<file path="src/hdl/rau_pkg.sv">
package rau_pkg;

    // Operation codes carried with each request.
    typedef enum logic [3:0] {
        OP_ADD       = 4'd0,
        OP_SUB       = 4'd1,
        OP_MUL       = 4'd2,
        OP_DIV       = 4'd3,
        OP_EQ        = 4'd4,
        OP_NE        = 4'd5,
        OP_GT        = 4'd6,
        OP_LT        = 4'd7,
        OP_GE        = 4'd8,
        OP_LE        = 4'd9,
        OP_REDUCE    = 4'd10,
        OP_PROPER    = 4'd11
    } opcode_t;

    // Sequencer states.
    typedef enum logic [2:0] {
        ST_IDLE,
        ST_MUL_GO,
        ST_MUL_WAIT,
        ST_DIV_GO,
        ST_DIV_WAIT,
        ST_FINISH
    } state_t;

    // Products formed one after another on the serial multiplier.
    typedef enum logic [2:0] {
        MS_LEFT_N,
        MS_RIGHT_N,
        MS_LEFT_X,
        MS_RIGHT_X,
        MS_DEN,
        MS_PROD
    } mul_step_t;

    // Uses of the serial divider.
    typedef enum logic [1:0] {
        DP_GCD,
        DP_NUM,
        DP_DEN,
        DP_PROPER
    } div_phase_t;

    // Status of a multi-cycle arithmetic unit.
    typedef struct packed {
        logic busy;
        logic done;
    } unit_status_t;

endpackage

</file>
<file path="src/hdl/rau_mul.sv">
module rau_mul #(
    parameter int AW = 32
) (
    input  logic                     aclk,
    input  logic                     aresetn,
    input  logic                     start,
    input  logic signed [AW-1:0]     a,
    input  logic signed [AW-1:0]     b,
    output rau_pkg::unit_status_t    status,
    output logic signed [2*AW-1:0]   product
);

    localparam int CW = $clog2(AW);

    logic [2*AW-1:0] acc_reg;
    logic [2*AW-1:0] mcand_reg;
    logic [AW-1:0]   mplier_reg;
    logic            neg_reg;
    logic [CW-1:0]   cnt_reg;
    logic            busy_reg;
    logic            done_reg;
    logic [AW-1:0]   a_mag;
    logic [AW-1:0]   b_mag;

    // Operand magnitudes; the most negative value maps to its unsigned magnitude.
    assign a_mag = a[AW-1] ? AW'(-a) : AW'(a);
    assign b_mag = b[AW-1] ? AW'(-b) : AW'(b);

    // Control: one multiplier bit is retired per cycle.
    always_ff @(posedge aclk) begin
        if (!aresetn) begin
            busy_reg <= 1'b0;
            done_reg <= 1'b0;
            cnt_reg  <= '0;
        end else begin
            done_reg <= 1'b0;
            if (start && !busy_reg) begin
                busy_reg <= 1'b1;
                cnt_reg  <= '0;
            end else if (busy_reg) begin
                cnt_reg <= cnt_reg + CW'(1);
                if (cnt_reg == CW'(AW - 1)) begin
                    busy_reg <= 1'b0;
                    done_reg <= 1'b1;
                end
            end
        end
    end

    // Shift-and-add datapath.
    always_ff @(posedge aclk) begin
        if (start && !busy_reg) begin
            acc_reg    <= '0;
            mcand_reg  <= (2*AW)'(a_mag);
            mplier_reg <= b_mag;
            neg_reg    <= a[AW-1] ^ b[AW-1];
        end else if (busy_reg) begin
            if (mplier_reg[0]) begin
                acc_reg <= acc_reg + mcand_reg;
            end
            mcand_reg  <= {mcand_reg[2*AW-2:0], 1'b0};
            mplier_reg <= {1'b0, mplier_reg[AW-1:1]};
        end
    end

    assign product     = neg_reg ? $signed(-acc_reg) : $signed(acc_reg);
    assign status.busy = busy_reg;
    assign status.done = done_reg;

endmodule

</file>
<file path="src/hdl/rau_div.sv">
module rau_div #(
    parameter int NB = 16
) (
    input  logic                  aclk,
    input  logic                  aresetn,
    input  logic                  start,
    input  logic [NB-1:0]         dividend,
    input  logic [NB-1:0]         divisor,
    output rau_pkg::unit_status_t status,
    output logic [NB-1:0]         quotient,
    output logic [NB-1:0]         remainder
);

    localparam int CW = $clog2(NB);

    logic [NB-1:0] rem_reg;
    logic [NB-1:0] quo_reg;
    logic [NB-1:0] dvs_reg;
    logic [CW-1:0] cnt_reg;
    logic          busy_reg;
    logic          done_reg;
    logic [NB:0]   shifted;
    logic [NB:0]   diff;

    // One restoring step: bring down the next dividend bit and try a subtract.
    assign shifted = {rem_reg, quo_reg[NB-1]};
    assign diff    = shifted - {1'b0, dvs_reg};

    always_ff @(posedge aclk) begin
        if (!aresetn) begin
            busy_reg <= 1'b0;
            done_reg <= 1'b0;
            cnt_reg  <= '0;
        end else begin
            done_reg <= 1'b0;
            if (start && !busy_reg) begin
                busy_reg <= 1'b1;
                cnt_reg  <= '0;
            end else if (busy_reg) begin
                cnt_reg <= cnt_reg + CW'(1);
                if (cnt_reg == CW'(NB - 1)) begin
                    busy_reg <= 1'b0;
                    done_reg <= 1'b1;
                end
            end
        end
    end

    always_ff @(posedge aclk) begin
        if (start && !busy_reg) begin
            rem_reg <= '0;
            quo_reg <= dividend;
            dvs_reg <= divisor;
        end else if (busy_reg) begin
            rem_reg <= diff[NB] ? shifted[NB-1:0] : diff[NB-1:0];
            quo_reg <= {quo_reg[NB-2:0], ~diff[NB]};
        end
    end

    assign quotient    = quo_reg;
    assign remainder   = rem_reg;
    assign status.busy = busy_reg;
    assign status.done = done_reg;

endmodule

</file>
<file path="src/hdl/rational_arithmetic_unit.sv">
// Rational arithmetic on two mixed fractions.
// Input channel s_*: one request carries an opcode in s_tuser and both mixed
// fractions in s_tdata. Output channel m_*: one result per request.
// The sequencer works on one request at a time. Products come from a
// bit-serial multiplier that retires one bit per cycle; quotients come from
// a bit-serial restoring divider.
// Compares use four products; add, sub and div five; mul six. The
// proper-form split uses one division; reduce uses one division per Euclid
// step and then two more. Unused opcodes and reduce of a zero numerator go
// straight to the finish state.
// A new request is taken only once the sequencer has finished the last one;
// s_tready is high only while the sequencer is idle.
// A finished result sits in the output register until it is taken, and a new
// request is accepted meanwhile. When the receiver stalls, the next result
// waits in the sequencer until the output register is free.
// Reset (aresetn low, synchronous) returns the sequencer to idle and drops
// m_tvalid.
module rational_arithmetic_unit #(
    parameter int OPERAND_BITS = 16
) (
    input  logic                  aclk,
    input  logic                  aresetn,
    input  logic                  s_tvalid,
    output logic                  s_tready,
    // left_integer, left_numerator, left_denominator,
    // right_integer, right_numerator, right_denominator
    input  logic [(((6 * OPERAND_BITS - 2) + 7) / 8) * 8 - 1:0] s_tdata,
    // opcode
    input  logic [3:0]            s_tuser,
    output logic                  m_tvalid,
    input  logic                  m_tready,
    // result_integer, result_numerator, result_denominator, compare_true
    output logic [((7 * OPERAND_BITS + 7) / 8) * 8 - 1:0] m_tdata
);

    localparam int W      = OPERAND_BITS;
    localparam int DW     = W - 1;
    localparam int IW     = W + 1;
    localparam int NW     = 3 * W - 1;
    localparam int AW     = 2 * W;
    localparam int PW     = 4 * W;
    localparam int M_BITS = 7 * W;
    localparam int M_PAD  = ((M_BITS + 7) / 8) * 8;

    // Request fields.
    logic signed [W-1:0] in_li, in_ln, in_ri, in_rn;
    logic [DW-1:0]       in_ld_raw, in_rd_raw;
    logic [W-1:0]        in_ln_mag;
    rau_pkg::opcode_t    in_op;

    assign in_li     = s_tdata[W-1:0];
    assign in_ln     = s_tdata[2*W-1:W];
    assign in_ld_raw = s_tdata[3*W-2:2*W];
    assign in_ri     = s_tdata[4*W-2:3*W-1];
    assign in_rn     = s_tdata[5*W-2:4*W-1];
    assign in_rd_raw = s_tdata[6*W-3:5*W-1];
    assign in_op     = rau_pkg::opcode_t'(s_tuser);
    assign in_ln_mag = in_ln[W-1] ? W'(-in_ln) : W'(in_ln);

    rau_pkg::state_t     state_reg, state_next;
    rau_pkg::mul_step_t  mul_step_reg;
    rau_pkg::div_phase_t div_phase_reg;
    rau_pkg::opcode_t    op_reg;

    logic signed [W-1:0]  li_reg, ln_reg, ri_reg, rn_reg;
    logic [DW-1:0]        ld_reg, rd_reg;
    logic signed [AW-1:0] left_num_reg, right_num_reg;
    logic signed [NW-1:0] lx_reg, rx_reg, den_reg, sat_reg;
    logic [W-1:0]         a_reg, b_reg, qn_reg, qd_reg, prem_reg;
    logic [W-1:0]         ln_mag;

    logic                 accept, out_free, out_load, mul_start, div_start;
    rau_pkg::mul_step_t   mul_last;
    rau_pkg::unit_status_t mul_st, div_st;
    logic signed [AW-1:0] mul_a, mul_b;
    logic signed [PW-1:0] mul_p;
    logic [W-1:0]         div_n, div_d, div_q, div_r;
    logic [PW-NW:0]       p_top;

    logic                 m_tvalid_reg;
    logic signed [IW-1:0] res_int_reg, res_int;
    logic signed [NW-1:0] res_num_reg, res_num, res_den_reg, res_den;
    logic                 flag_reg, flag;
    logic signed [IW-1:0] q_signed;

    assign ln_mag   = ln_reg[W-1] ? W'(-ln_reg) : W'(ln_reg);
    assign out_free = !m_tvalid_reg || m_tready;
    assign accept   = s_tvalid && s_tready;

    // The product that ends the multiply sequence for this opcode.
    always_comb begin
        if (op_reg == rau_pkg::OP_MUL) begin
            mul_last = rau_pkg::MS_PROD;
        end else if (op_reg <= rau_pkg::OP_DIV) begin
            mul_last = rau_pkg::MS_DEN;
        end else begin
            mul_last = rau_pkg::MS_RIGHT_X;
        end
    end

    // Next state.
    always_comb begin
        state_next = state_reg;
        unique case (state_reg)
            rau_pkg::ST_IDLE: begin
                if (s_tvalid) begin
                    if (in_op <= rau_pkg::OP_LE) begin
                        state_next = rau_pkg::ST_MUL_GO;
                    end else if (in_op == rau_pkg::OP_REDUCE) begin
                        state_next = (in_ln == '0) ? rau_pkg::ST_FINISH : rau_pkg::ST_DIV_GO;
                    end else if (in_op == rau_pkg::OP_PROPER) begin
                        state_next = rau_pkg::ST_DIV_GO;
                    end else begin
                        state_next = rau_pkg::ST_FINISH;
                    end
                end
            end
            rau_pkg::ST_MUL_GO: begin
                if (!mul_st.busy) state_next = rau_pkg::ST_MUL_WAIT;
            end
            rau_pkg::ST_MUL_WAIT: begin
                if (mul_st.done) begin
                    state_next = (mul_step_reg == mul_last) ? rau_pkg::ST_FINISH
                                                            : rau_pkg::ST_MUL_GO;
                end
            end
            rau_pkg::ST_DIV_GO: begin
                if (!div_st.busy) state_next = rau_pkg::ST_DIV_WAIT;
            end
            rau_pkg::ST_DIV_WAIT: begin
                if (div_st.done) begin
                    if (div_phase_reg == rau_pkg::DP_DEN ||
                        div_phase_reg == rau_pkg::DP_PROPER) begin
                        state_next = rau_pkg::ST_FINISH;
                    end else begin
                        state_next = rau_pkg::ST_DIV_GO;
                    end
                end
            end
            rau_pkg::ST_FINISH: begin
                if (out_free) state_next = rau_pkg::ST_IDLE;
            end
            default: state_next = rau_pkg::ST_IDLE;
        endcase
    end

    // State outputs.
    always_comb begin
        s_tready  = 1'b0;
        mul_start = 1'b0;
        div_start = 1'b0;
        out_load  = 1'b0;
        unique case (state_reg)
            rau_pkg::ST_IDLE:   s_tready  = 1'b1;
            rau_pkg::ST_MUL_GO: mul_start = !mul_st.busy;
            rau_pkg::ST_DIV_GO: div_start = !div_st.busy;
            rau_pkg::ST_FINISH: out_load  = out_free;
            default: ;
        endcase
    end

    // Multiplier operands for each product of the sequence.
    always_comb begin
        case (mul_step_reg)
            rau_pkg::MS_LEFT_N: begin
                mul_a = AW'(li_reg);
                mul_b = $signed(AW'(ld_reg));
            end
            rau_pkg::MS_RIGHT_N: begin
                mul_a = AW'(ri_reg);
                mul_b = $signed(AW'(rd_reg));
            end
            rau_pkg::MS_LEFT_X: begin
                mul_a = left_num_reg;
                mul_b = $signed(AW'(rd_reg));
            end
            rau_pkg::MS_RIGHT_X: begin
                mul_a = right_num_reg;
                mul_b = $signed(AW'(ld_reg));
            end
            rau_pkg::MS_DEN: begin
                mul_a = $signed(AW'(ld_reg));
                mul_b = (op_reg == rau_pkg::OP_DIV) ? right_num_reg : $signed(AW'(rd_reg));
            end
            default: begin
                mul_a = left_num_reg;
                mul_b = right_num_reg;
            end
        endcase
    end

    // Divider operands: Euclid steps, the two reductions, or the proper-form split.
    always_comb begin
        case (div_phase_reg)
            rau_pkg::DP_GCD: begin
                div_n = a_reg;
                div_d = b_reg;
            end
            rau_pkg::DP_NUM: begin
                div_n = ln_mag;
                div_d = b_reg;
            end
            rau_pkg::DP_DEN: begin
                div_n = W'(ld_reg);
                div_d = b_reg;
            end
            default: begin
                div_n = ln_mag;
                div_d = W'(ld_reg);
            end
        endcase
    end

    rau_mul #(.AW(AW)) u_mul (
        .aclk    (aclk),
        .aresetn (aresetn),
        .start   (mul_start),
        .a       (mul_a),
        .b       (mul_b),
        .status  (mul_st),
        .product (mul_p)
    );

    rau_div #(.NB(W)) u_div (
        .aclk      (aclk),
        .aresetn   (aresetn),
        .start     (div_start),
        .dividend  (div_n),
        .divisor   (div_d),
        .status    (div_st),
        .quotient  (div_q),
        .remainder (div_r)
    );

    // The full product overflows the numerator field unless its top bits agree.
    assign p_top = mul_p[PW-1:NW-1];

    // Control registers.
    always_ff @(posedge aclk) begin
        if (!aresetn) begin
            state_reg     <= rau_pkg::ST_IDLE;
            m_tvalid_reg  <= 1'b0;
            mul_step_reg  <= rau_pkg::MS_LEFT_N;
            div_phase_reg <= rau_pkg::DP_GCD;
        end else begin
            state_reg <= state_next;
            if (out_load) begin
                m_tvalid_reg <= 1'b1;
            end else if (m_tready) begin
                m_tvalid_reg <= 1'b0;
            end
            if (accept) begin
                mul_step_reg  <= rau_pkg::MS_LEFT_N;
                div_phase_reg <= (in_op == rau_pkg::OP_PROPER) ? rau_pkg::DP_PROPER
                                                                : rau_pkg::DP_GCD;
            end
            if (state_reg == rau_pkg::ST_MUL_WAIT && mul_st.done) begin
                mul_step_reg <= rau_pkg::mul_step_t'(3'(mul_step_reg + 3'd1));
            end
            if (state_reg == rau_pkg::ST_DIV_WAIT && div_st.done) begin
                case (div_phase_reg)
                    rau_pkg::DP_GCD: if (div_r == '0) div_phase_reg <= rau_pkg::DP_NUM;
                    rau_pkg::DP_NUM: div_phase_reg <= rau_pkg::DP_DEN;
                    default: ;
                endcase
            end
        end
    end

    // Operand capture and intermediate results.
    always_ff @(posedge aclk) begin
        if (accept) begin
            op_reg <= in_op;
            li_reg <= in_li;
            ln_reg <= in_ln;
            ri_reg <= in_ri;
            rn_reg <= in_rn;
            ld_reg <= (in_ld_raw == '0) ? DW'(1) : in_ld_raw;
            rd_reg <= (in_rd_raw == '0) ? DW'(1) : in_rd_raw;
            a_reg  <= in_ln_mag;
            b_reg  <= (in_ld_raw == '0) ? W'(1) : W'(in_ld_raw);
        end
        if (state_reg == rau_pkg::ST_MUL_WAIT && mul_st.done) begin
            case (mul_step_reg)
                rau_pkg::MS_LEFT_N:  left_num_reg  <= mul_p[AW-1:0] + AW'(ln_reg);
                rau_pkg::MS_RIGHT_N: right_num_reg <= mul_p[AW-1:0] + AW'(rn_reg);
                rau_pkg::MS_LEFT_X:  lx_reg  <= mul_p[NW-1:0];
                rau_pkg::MS_RIGHT_X: rx_reg  <= mul_p[NW-1:0];
                rau_pkg::MS_DEN:     den_reg <= mul_p[NW-1:0];
                default: begin
                    if (p_top == '0 || p_top == '1) begin
                        sat_reg <= mul_p[NW-1:0];
                    end else begin
                        sat_reg <= {mul_p[PW-1], {(NW-1){~mul_p[PW-1]}}};
                    end
                end
            endcase
        end
        if (state_reg == rau_pkg::ST_DIV_WAIT && div_st.done) begin
            case (div_phase_reg)
                rau_pkg::DP_GCD: begin
                    if (div_r != '0) begin
                        a_reg <= b_reg;
                        b_reg <= div_r;
                    end
                end
                rau_pkg::DP_NUM: qn_reg <= div_q;
                rau_pkg::DP_DEN: qd_reg <= div_q;
                default: begin
                    qn_reg   <= div_q;
                    prem_reg <= div_r;
                end
            endcase
        end
    end

    // Truncating quotient with the sign of the numerator.
    assign q_signed = ln_reg[W-1] ? -$signed(IW'(qn_reg)) : $signed(IW'(qn_reg));

    // Result assembly.
    always_comb begin
        res_int = '0;
        res_num = '0;
        res_den = '0;
        flag    = 1'b0;
        case (op_reg)
            rau_pkg::OP_ADD: begin
                res_num = lx_reg + rx_reg;
                res_den = den_reg;
            end
            rau_pkg::OP_SUB: begin
                res_num = lx_reg - rx_reg;
                res_den = den_reg;
            end
            rau_pkg::OP_MUL: begin
                res_num = sat_reg;
                res_den = den_reg;
            end
            rau_pkg::OP_DIV: begin
                res_num = lx_reg;
                res_den = (den_reg == '0) ? NW'(1) : den_reg;
            end
            rau_pkg::OP_EQ: flag = (lx_reg == rx_reg);
            rau_pkg::OP_NE: flag = (lx_reg != rx_reg);
            rau_pkg::OP_GT: flag = (lx_reg > rx_reg);
            rau_pkg::OP_LT: flag = (lx_reg < rx_reg);
            rau_pkg::OP_GE: flag = !(lx_reg < rx_reg);
            rau_pkg::OP_LE: flag = !(lx_reg > rx_reg);
            rau_pkg::OP_REDUCE: begin
                res_int = IW'(li_reg);
                if (ln_reg == '0) begin
                    res_num = '0;
                    res_den = $signed(NW'(ld_reg));
                end else begin
                    res_num = ln_reg[W-1] ? -$signed(NW'(qn_reg)) : $signed(NW'(qn_reg));
                    res_den = $signed(NW'(qd_reg));
                end
            end
            rau_pkg::OP_PROPER: begin
                res_int = IW'(li_reg) + q_signed;
                res_num = ln_reg[W-1] ? -$signed(NW'(prem_reg)) : $signed(NW'(prem_reg));
                res_den = $signed(NW'(ld_reg));
            end
            default: ;
        endcase
    end

    // Output register.
    always_ff @(posedge aclk) begin
        if (out_load) begin
            res_int_reg <= res_int;
            res_num_reg <= res_num;
            res_den_reg <= res_den;
            flag_reg    <= flag;
        end
    end

    assign m_tvalid = m_tvalid_reg;
    assign m_tdata  = M_PAD'({flag_reg, res_den_reg, res_num_reg, res_int_reg});

endmodule

</file>
<file path="config.mk">
export PLATFORM = sky130hd
export DESIGN_NAME = rational_arithmetic_unit
export DESIGN_NICKNAME = d
export VERILOG_FILES = /design/src/hdl/rau_pkg.sv /design/src/hdl/rau_mul.sv /design/src/hdl/rau_div.sv /design/src/hdl/rational_arithmetic_unit.sv
export SDC_FILE = /design/constraint.sdc
export NUM_CORES = 2
export LEC_CHECK = 0
export BUFFER_PORTS_ARGS = -buffer_cell sky130_fd_sc_hd__buf_2
export CORE_MARGIN = 1
export CORE_UTILIZATION = 65
export DETAILED_ROUTE_END_ITERATION = 6
export GPL_TIMING_DRIVEN = 0
export PLACE_DENSITY_LB_ADDON = 0.3
export SYNTH_ARGS = -nofsm -noshare
export SYNTH_HDL_FRONTEND = slang
export SYNTH_SLANG_ARGS = --single-unit
</file>
<file path="constraint.sdc">
create_clock -name aclk -period 16.77 [get_ports aclk]
set_input_delay 2.5155 -clock aclk [delete_from_list [all_inputs] [get_ports aclk]]
set_output_delay 2.5155 -clock aclk [all_outputs]
set_load 0.05 [all_outputs]
</file>
==> metrics.md <==
| Metric | Value |
|---|---|
| Sum of routed wire length over all layers | 158000 um |
| Initial antenna violation count | 10 |
| Switching power | 3760 uW |
| Combinational fraction of design power | 45.5% |
| Fraction of layout instances using a drive strength above 1 | under 10% |
| Most numerous cell on the critical path | sky130_fd_sc_hd__clkbuf_1 |
| Core Region | between 70000 and 80000 um2 |
| Capturing point of the worst reg2reg path | right_num_reg[31] |
| Delay of the slowest cell on the worst path | 0.72 ns |
| Clock tree from TritonCTS | built |
| Via count of the first global-routing pass | 38267 |
| Non-filler cells in the finished layout | just over 6000 |
| Number of flops mapped to enable cells by yosys | 607 |
| Unrepaired setup endpoints after global routing | false |
| Max clock buf depth | 3 |
| Start-to-end type of the worst setup path | reg -> reg |
| Detailed-route via count | 41229 |
| Avg Vias per Cell | 6.70 |
| Cell family with the largest share of critical-path delay | compound AO/OA/AOI/OAI gates |
| Worst slack at placement | 10.48 ns |
| PortBufs | between 200 and 250 |
| First-pass GRT wire length | 233000 um |
| Number of placed instances, taps included | 5992 |
| Leakage power figure | 0.0208 uW |
| Setup-violating endpoint count in the final report | 0 |
| Overflow left after global routing | 0 |
| Worst-skew pair later-pin latency | about 0.65 ns |
| Number of iterations in the first detailed-routing pass | 7 |
| Filler instances | about 5300 |
| Number of resized instances in the post-cts repair step | 0 |
| Number of DRC markers after the initial detailed-route iteration | 5769 |
| Hold worst-path end | u_div.done_reg |
| Sequential cell area fraction in the yosys report | 45.7% |
| Final Slew Violations | 0 |
| Clock buffers created by TritonCTS | 81 |
| Peak supply drop | 167 uV |
| Highest-delay cell along the critical path | sky130_fd_sc_hd__o41ai_1 |
| Start of the worst register-to-register path | u_mul.neg_reg |
| Cell count after synthesis | 4815 |
| Sort of element at the start of the critical path | register |
| Violations in the final reports | design-rule violations |
| Setup Buffers After CTS | 0 |
| Type of the most critical hold path | reg -> reg |
| Maximum level of the CTS H-tree | 3 |
| Shortest period the worst path allows | 6.71 ns |
| Mapped Nets | 5193 |
| Post-synth top flop | sky130_fd_sc_hd__edfxtp_1 |
| Max-capacitance violation count | 0 |
| Fin Clk Skew | 0.0255 ns |
| Standard-cell row count | 98 |
| Root buffer cell | sky130_fd_sc_hd__clkbuf_16 |
| Part of the total power dissipated in sequential elements | 34.2% |
| Part of the cycle the worst path needs | between 30% and 40% |
| Overall fraction of global-route tracks in use | 42.1% |
| Layout Nets | about 5500 |
| Count of hold-fix buffers inserted at cts | 0 |
| Cell chain of the critical path | buf_4 > clkbuf_1 > buf_1 > clkbuf_1 > clkbuf_1 > nand2_1 > xor2_1 > inv_1 > ha_1 > o21a_1 > o21ai_0 > nand2b_1 > a32oi_1 > a31oi_1 > o41ai_1 > o31ai_1 > o31ai_1 > nand2b_1 > a21oi_1 > xnor2_1 |
| Post-synthesis cell type count | 95 |
| Int Power | 5100 uW |
| Estimated wirelength of the detail-placed design | between 100000 and 150000 um |
| Setup slack after layout | 10.06 ns |
| DRC violations left | 19 |
| Clock sink total | 773 |
| Proportion of total power due to net switching | 42.5% |
| Routability congestion estimate from global placement | 1.05 |
| Total die area | 73700 um2 |
| Flop and latch count out of synthesis | 773 |
| Post-route antenna net violation count | 0 |
| Overall power after layout | 8860 uW |
| Cell area after synthesis | 47200 um2 |
| Timing-limited maximum frequency | 149 MHz |
| Average instance area after synthesis | 9.80 um2 |
| Area delta synth->final | 11.0% |
| Fraction of power consumed by the clock network | 20.3% |
| Req. time, crit path | around 17 ns |
| Die Y-Extent | 271 um |
| Pin count of the biggest net entering global routing | 57 |
| Worst Path Max Fanout | 10 |
| Total negative slack for setup checks | 0 ns |
| PwrDens | 169 nW/um2 |
| Share of flip-flops with an asynchronous set or reset after synthesis | 0% |
| Tightest slew margin relative to the limit | 3.51% |
| Result of the run | finished, violations left |
| Die outline width | 271 um |
| Count of cells along the worst hold path | 2 |
| Starting density of the core | 65.9% |
| Clock input transition at the sequential cells of the worst setup and hold paths | 0.07 ns |
| Flop2flop setup slack | 10.06 ns |
| Routed WL per cell | 25.7 um |
| Slew at the pin closest to its max-slew limit | approximately 1.4 ns |
| Worst Hold Slack | between 0.4 and 0.5 ns |
| Launch point of the worst hold path | u_div.cnt_reg[3] |
| Reg2reg path depth | 20 |
| CP Buf/Inv Count | 6 |
| Fin. Hold Viols | 0 |
| Yosys warnings | 0 |
| Element type at the critical path end | register |
| I/O pin total | 218 |
| Arrival time of the worst setup path | 7.10 ns |
worst max-delay path by stage:
| stage | from | end | slack, ns | cells after the start |
|---|---|---|---|---|
| detailed placement | u_mul.neg_reg | right_num_reg[31] | 10.48 | 20 |
| global route | u_mul.neg_reg | right_num_reg[31] | 9.83 | 20 |
| global placement | m_tready | res_den_reg[24] | 6.53 | 3 |
| floorplan | m_tready | flag_reg | 8.97 | 2 |
| finish | u_mul.neg_reg | right_num_reg[31] | 10.06 | 20 |
| CTS | u_mul.neg_reg | right_num_reg[30] | 10.38 | 19 |
tightest hold or removal path: stages (launching register included):
cell                      delay (ns)
sky130_fd_sc_hd__dfxtp_1        0.32
sky130_fd_sc_hd__nand4_1        0.08
sky130_fd_sc_hd__nor2_1         0.04
cells in the final DEF (no fill, tap or decap), types with 22 or more instances in the layout:
cell,n
sky130_fd_sc_hd__o21a_1,30
sky130_fd_sc_hd__a22o_1,52
sky130_fd_sc_hd__and3_1,32
sky130_fd_sc_hd__dfxtp_1,166
sky130_fd_sc_hd__a31oi_1,38
sky130_fd_sc_hd__a22oi_1,27
sky130_fd_sc_hd__nor4_1,52
sky130_fd_sc_hd__ha_1,267
sky130_fd_sc_hd__clkbuf_16,84
sky130_fd_sc_hd__nor3_1,87
sky130_fd_sc_hd__inv_1,252
sky130_fd_sc_hd__o21bai_1,44
sky130_fd_sc_hd__a21oi_1,356
sky130_fd_sc_hd__o31ai_1,60
sky130_fd_sc_hd__or3_1,31
sky130_fd_sc_hd__nand3_1,122
sky130_fd_sc_hd__a21o_1,95
sky130_fd_sc_hd__a221oi_1,28
sky130_fd_sc_hd__buf_1,22
sky130_fd_sc_hd__xnor2_1,185
sky130_fd_sc_hd__edfxtp_1,607
sky130_fd_sc_hd__nor2_1,269
sky130_fd_sc_hd__mux2_2,23
sky130_fd_sc_hd__o41ai_1,22
sky130_fd_sc_hd__o21ai_0,420
sky130_fd_sc_hd__nand2_1,448
sky130_fd_sc_hd__o211ai_1,50
sky130_fd_sc_hd__nand2b_1,47
sky130_fd_sc_hd__xor2_1,152
sky130_fd_sc_hd__buf_2,219
sky130_fd_sc_hd__clkbuf_1,238
sky130_fd_sc_hd__nor2b_1,49
sky130_fd_sc_hd__mux2i_1,108
sky130_fd_sc_hd__and2_1,52
sky130_fd_sc_hd__nand4_1,41
sky130_fd_sc_hd__a222oi_1,42
per-stage QoR:
step / utilization (%) / cell area, um2
after floorplan: - / 47200
after global routing: 73.1 / 52300
after global placement: 69.0 / 49400
after detailed placement: 69.4 / 49700
after CTS: 73.1 / 52300
final: 73.1 / 52400
synth_stat cells, drive strengths merged, types with 21 or more instances:
master  number  share of area, %
a211oi      21              0.33
a21o        96               1.5
a21oi      356               3.8
a221oi      28              0.52
a222oi      42              0.89
a22o        52              0.97
a22oi       27              0.43
a31oi       38              0.50
and2        54              0.72
and3        36              0.48
buf         34              0.46
clkbuf     224               1.8
dfxtp      166               7.0
edfxtp     607                39
ha         267               7.1
inv        253               2.0
mux2        23              0.55
mux2i      108               2.3
nand2      449               3.6
nand2b      47              0.62
nand3      123               1.3
nand4       41              0.54
nor2       272               2.2
nor2b       49              0.65
nor3        89              0.94
nor4        53              0.73
o211ai      50              0.80
o21a        30              0.48
o21ai      424               4.5
o21bai      44              0.70
o31ai       61              0.98
o41ai       22              0.41
or3         34              0.47
xnor2      185               3.4
xor2       152               2.8
cell type report:
class	instances	area, um2	area share [%]
multi-input cells	3523	23600	45.1
flip-flops and latches	773	21600	41.2
clock buffers	107	2270	4.33
repair buffers	227	1290	2.47
well taps	950	1190	2.27
plain buffers	262	1100	2.09
inverters	257	965	1.84
clock inverters	39	357	0.681
diodes	11	27.5	0.0526
power groups by stage:
stage / Combinational, uW / Clock [uW] / Sequential (uW)
2_1_floorplan: 2750 / 0 / 2910
3_3_place_gp: 3730 / 0 / 3050
3_5_place_dp: 3850 / 0 / 3030
4_1_cts: 3910 / 1800 / 3000
5_1_grt: 4350 / 1860 / 3030
6_report: 4030 / 1800 / 3040
kinds of logic after synthesis:
group | count (synthesis) | synth area share [%]
compound gates | 1455 | 19.9
simple gates | 1326 | 13.6
flops | 773 | 45.7
buf+inv | 519 | 4.36
xor+xnor | 337 | 6.26
fa+ha+maj | 274 | 7.38
mux | 131 | 2.84
metal layers:
metal	vias to the layer above	GRT usage [%]	wire, um
li1	18531	-	-
met1	19445	57.3	60500
met2	2744	62.1	67200
met3	505	11.5	21900
met4	4	20.7	8700
met5	-	0	31
Power figures use the tool's default switching activity.
